`config.mk`:
```
export PLATFORM = sky130hd
export DESIGN_NAME = min_pq_cell
export DESIGN_NICKNAME = d
export VERILOG_FILES = /design/src/rtl/core/min_pq_pkg.sv /design/src/rtl/core/min_pq_cell.sv
export SDC_FILE = /design/constraint.sdc
export NUM_CORES = 1
export LEC_CHECK = 0
export BUFFER_PORTS_ARGS = -buffer_cell sky130_fd_sc_hd__buf_2
export CAP_MARGIN = 20
export CORE_ASPECT_RATIO = 0.9
export CORE_MARGIN = 2
export CORE_UTILIZATION = 40
export DETAILED_ROUTE_END_ITERATION = 8
export PLACE_DENSITY = 0.72
export SYNTH_ARGS = -nofsm -noshare
export SYNTH_HDL_FRONTEND = slang
export SYNTH_SLANG_ARGS = --single-unit
```
`constraint.sdc`:
```
create_clock -name clock -period 4.1 [get_ports clock]
set_input_delay 0.615 -clock clock [delete_from_list [all_inputs] [get_ports clock]]
set_output_delay 0.615 -clock clock [all_outputs]
set_load 0.05 [all_outputs]
```
`src/rtl/core/min_pq_pkg.sv`:
```
// Package for the min priority queue: beat payload types, codes and the
// control group that the top level hands to every cell. No dependencies.
`timescale 1ns / 1ps
`default_nettype none

package min_pq_pkg;

   localparam int unsigned FIELD_VALUE_WIDTH = 32;
   localparam int unsigned FIELD_COUNT_WIDTH = 8;

   typedef enum logic {
      OP_INSERT = 1'b0,
      OP_DELETE = 1'b1
   } op_type;

   typedef enum logic [1:0] {
      ERR_OK    = 2'd0,
      ERR_FULL  = 2'd1,
      ERR_EMPTY = 2'd2
   } err_type;

   typedef struct packed {
      logic                                operation;
      logic signed [FIELD_VALUE_WIDTH-1:0] value;
   } req_type;

   typedef struct packed {
      logic signed [FIELD_VALUE_WIDTH-1:0] min_value;
      logic                                is_empty;
      logic [FIELD_COUNT_WIDTH-1:0]        entry_count;
      logic [1:0]                          error_code;
   } rsp_type;

   // Broadcast to every cell of the chain in the cycle of an accepted beat.
   typedef struct packed {
      logic ins;
      logic del;
   } cell_ctl_type;

endpackage

`default_nettype wire

```
`src/rtl/core/min_pq_cell.sv`:
```
// One cell of the sorted chain: holds a single entry and its valid flag.
// Depends on min_pq_pkg for the control group.
`timescale 1ns / 1ps
`default_nettype none

module min_pq_cell #(
   parameter int unsigned VALUE_WIDTH = 32
) (
   input  wire logic                          clock,
   input  wire logic                          reset,
   input  wire min_pq_pkg::cell_ctl_type      ctl,
   input  wire logic signed [VALUE_WIDTH-1:0] new_value,
   input  wire logic signed [VALUE_WIDTH-1:0] left_data,
   input  wire logic                          left_valid,
   input  wire logic                          left_gt,
   input  wire logic signed [VALUE_WIDTH-1:0] right_data,
   input  wire logic                          right_valid,
   output logic signed [VALUE_WIDTH-1:0]      data_out,
   output logic                               valid_out,
   output logic                               gt_out
);
   import min_pq_pkg::*;

   logic signed [VALUE_WIDTH-1:0] data_ff, data_in;
   logic                          valid_ff, valid_in;
   logic                          gt;

   // The new value belongs at or before this place when it is strictly
   // smaller than what is held here, so equal values stay in arrival order.
   assign gt = !valid_ff || (new_value < data_ff);

   always_comb begin
      data_in  = data_ff;
      valid_in = valid_ff;
      priority if (ctl.del) begin
         data_in  = right_data;
         valid_in = right_valid;
      end else if (ctl.ins && gt) begin
         if (left_gt) begin
            data_in  = left_data;
            valid_in = left_valid;
         end else begin
            data_in  = new_value;
            valid_in = 1'b1;
         end
      end
   end

   always_ff @(posedge clock) begin
      if (reset) begin
         valid_ff <= 1'b0;
      end else begin
         valid_ff <= valid_in;
      end
   end

   always_ff @(posedge clock) begin
      data_ff <= data_in;
   end

   assign data_out  = data_ff;
   assign valid_out = valid_ff;
   assign gt_out    = gt;

endmodule

`default_nettype wire

```
==> metrics.yaml <==
syn-cell-area_um2: 2470
clock_skew_ps: 8.13
setup_violations: 0
ant_nets: 0
gp_congestion: 0.792
grt_usage: 0.174
hold_viol_final: 0
die_height_um: 78.5
async_reset_ff_frac: 0
rsz0062_at_grt: "no"
rows: 27
ys_warn_count: 0
ys_seq_area_frac: 0.397
dieWidth_um: 86.8
wl_um: 6010
cp.arrival_ps: 2800
relSlewSlack: 0.349
power_density_nw_per_um2: 325
final-instance-count-excl-fill: 468
vias_per_cell: 4.94
startpoint_type: "primary input"
hp-start: "reset"
drive_gt1_frac: 0.371
crit_top_cell: "buf_2"
drv_slew: 0
drt_iter0_markers: 77
num_vias: 2313
hp-class: "in2reg"
clock_latency_ps: 270
synth_most_common_cell: "nand2_1"
cp-startpoint: "new_value[19]"
cts_setup_buffers: 0
dp.cells: 460
start_util: 0.408
synth_top_area_frac: 0.389
path_clk_slew_ps: 70
grt_max_degree: 39
grt_pass1_vias: 2236
num_io_pins: 137
max_stage_delay_ps: 540
core_area_um2: 6050
cp_cell_sequence: "buf_2 -> ha_1 -> and2_4 -> a221o_1 -> a22oi_1 -> o211ai_1 -> or4b_4 -> and2_2 -> buf_2"
dr_wl_met2_um: 2950
cts_tree: "built"
synth_ff_type: "edfxtp_1"
maxCapViolCount: 0
antenna_found_initial: 0
synth_cells: 260
crit_type: "in2out"
area_delta_synth_final_pct: 33.7
met3_length_um: 285
synth_nets: 394
drt-met1-wl_um: 2690
grt_pass1_wl_um: 9560
crit_fanout: 3
cts.path.max_buffers: 2
synth.ff_latch_count: 33
tns_ps: 0
highest_layer: "met4"
synthTopCellsByArea: "edfxtp_1 (39%), ha_1 (16%), mux2i_1 (13%)"
max_freq_mhz: 292
htree_levels: 2
cp-end-kind: "output pin"
period_needed_ps: 3420
cts_resized: 0
die-area_um2: 6820
ys_types: 34
rr_startpoint: "data_out[17]$_DFFE_PP_"
synthTopCellsByCount: "nand2_1 (41), o21ai_0 (35), inv_1 (33)"
dr.pass1.iters: 4
portBuffers: 136
slowest_stage: "or4b_4"
ir_worst_vdd_v: 0.000162
fin_nets: 529
dp_hpwl_um: 4910
drc: 0
gr-total-overflow: 0
n_antenna_cell: 0
p_leak_nw: 1.75
wl_per_cell_um: 12.8
cts_hold_buf: 0
yosysTopAreaCell: "edfxtp_1"
synth_enable_flop_cells: 32
status: "finished, final reports clean"
tightest_slew_ps: 977
cts.sinks: 33
root_buffer: "clkbuf_8"
nFillCells: 576
syn_avg_cell_area_um2: 9.50
cp_data_required_time_ps: 3480
numCtsBuffers: 5
period_share: 0.834
## report_power, final
group	internal, mW	leakage (nW)	total, mW	switching, mW
Combinational	0.140	1.37	0.409	0.269
Clock	0.121	0.0395	0.230	0.109
Sequential	0.417	0.338	0.435	0.0177
Total	0.678	1.75	1.07	0.396
## routing by layer
| metal | track usage | up-vias |
|---|---|---|
| met2 | 0.307 | 81 |
| met1 | 0.221 | 1026 |
| met5 | 0 | - |
| met4 | 0.0469 | 0 |
| li1 | - | 1198 |
| met3 | 0.0221 | 8 |
## layout make-up
cell class | count | area (µm²) | share of cell area
Timing Repair Buffer | 139 | 703 | 0.213
Sequential cell | 33 | 981 | 0.297
Multi-Input combinational cell | 183 | 1320 | 0.401
Tap cell | 72 | 90.1 | 0.0273
Clock buffer | 8 | 80.1 | 0.0243
Inverter | 33 | 124 | 0.0375
## critical path, delay by kind of cell
kind            cells  cell delay (ps)
fa+ha+maj           1              310
buf+inv             2              320
compound gates      3              650
simple gates        3              910
## registers in the layout (all words and copies together) (netlist names)
register and count:
data_out 32, valid_out 1
## path summary, 6_finish.rpt
path	slack, ps	endpoint	depth (start not counted)
setup / recovery	680	gt_out	9
hold / removal	600	valid_out$_SDFFE_PP0P_	3
setup reg to reg	1340	data_out[19]$_DFFE_PP_	9
hold reg to reg	610	valid_out$_SDFFE_PP0P_	2
## cells in the final DEF (no fill, tap or decap), drive strengths merged, types with 2 or more instances in the layout
cell type	instances
a21o	3
a21oi	10
and2	3
buf	139
clkbuf	8
edfxtp	32
ha	31
inv	33
mux2i	32
nand2	41
nand3	2
nand4	4
nor2	4
o211ai	2
o21ai	35
## stage by stage
stage	instance area (µm²)	hold WS, ps	utilization	setup slack (ps)	total power, mW
floorplan	2470	754	-	845	0.724
global placement	3220	579	0.533	692	0.845
detailed placement	3220	595	0.533	673	0.855
CTS	3300	581	0.546	670	1.09
global route	3300	599	0.546	505	1.14
finish	3300	604	0.546	681	1.07
## cells by family after synthesis
logic type      share of synthesized area
fa+ha+maj                           0.157
mux                                 0.130
buf+inv                            0.0669
simple gates                        0.107
flops                               0.397
compound gates                      0.142
Power figures use the tool's default switching activity.
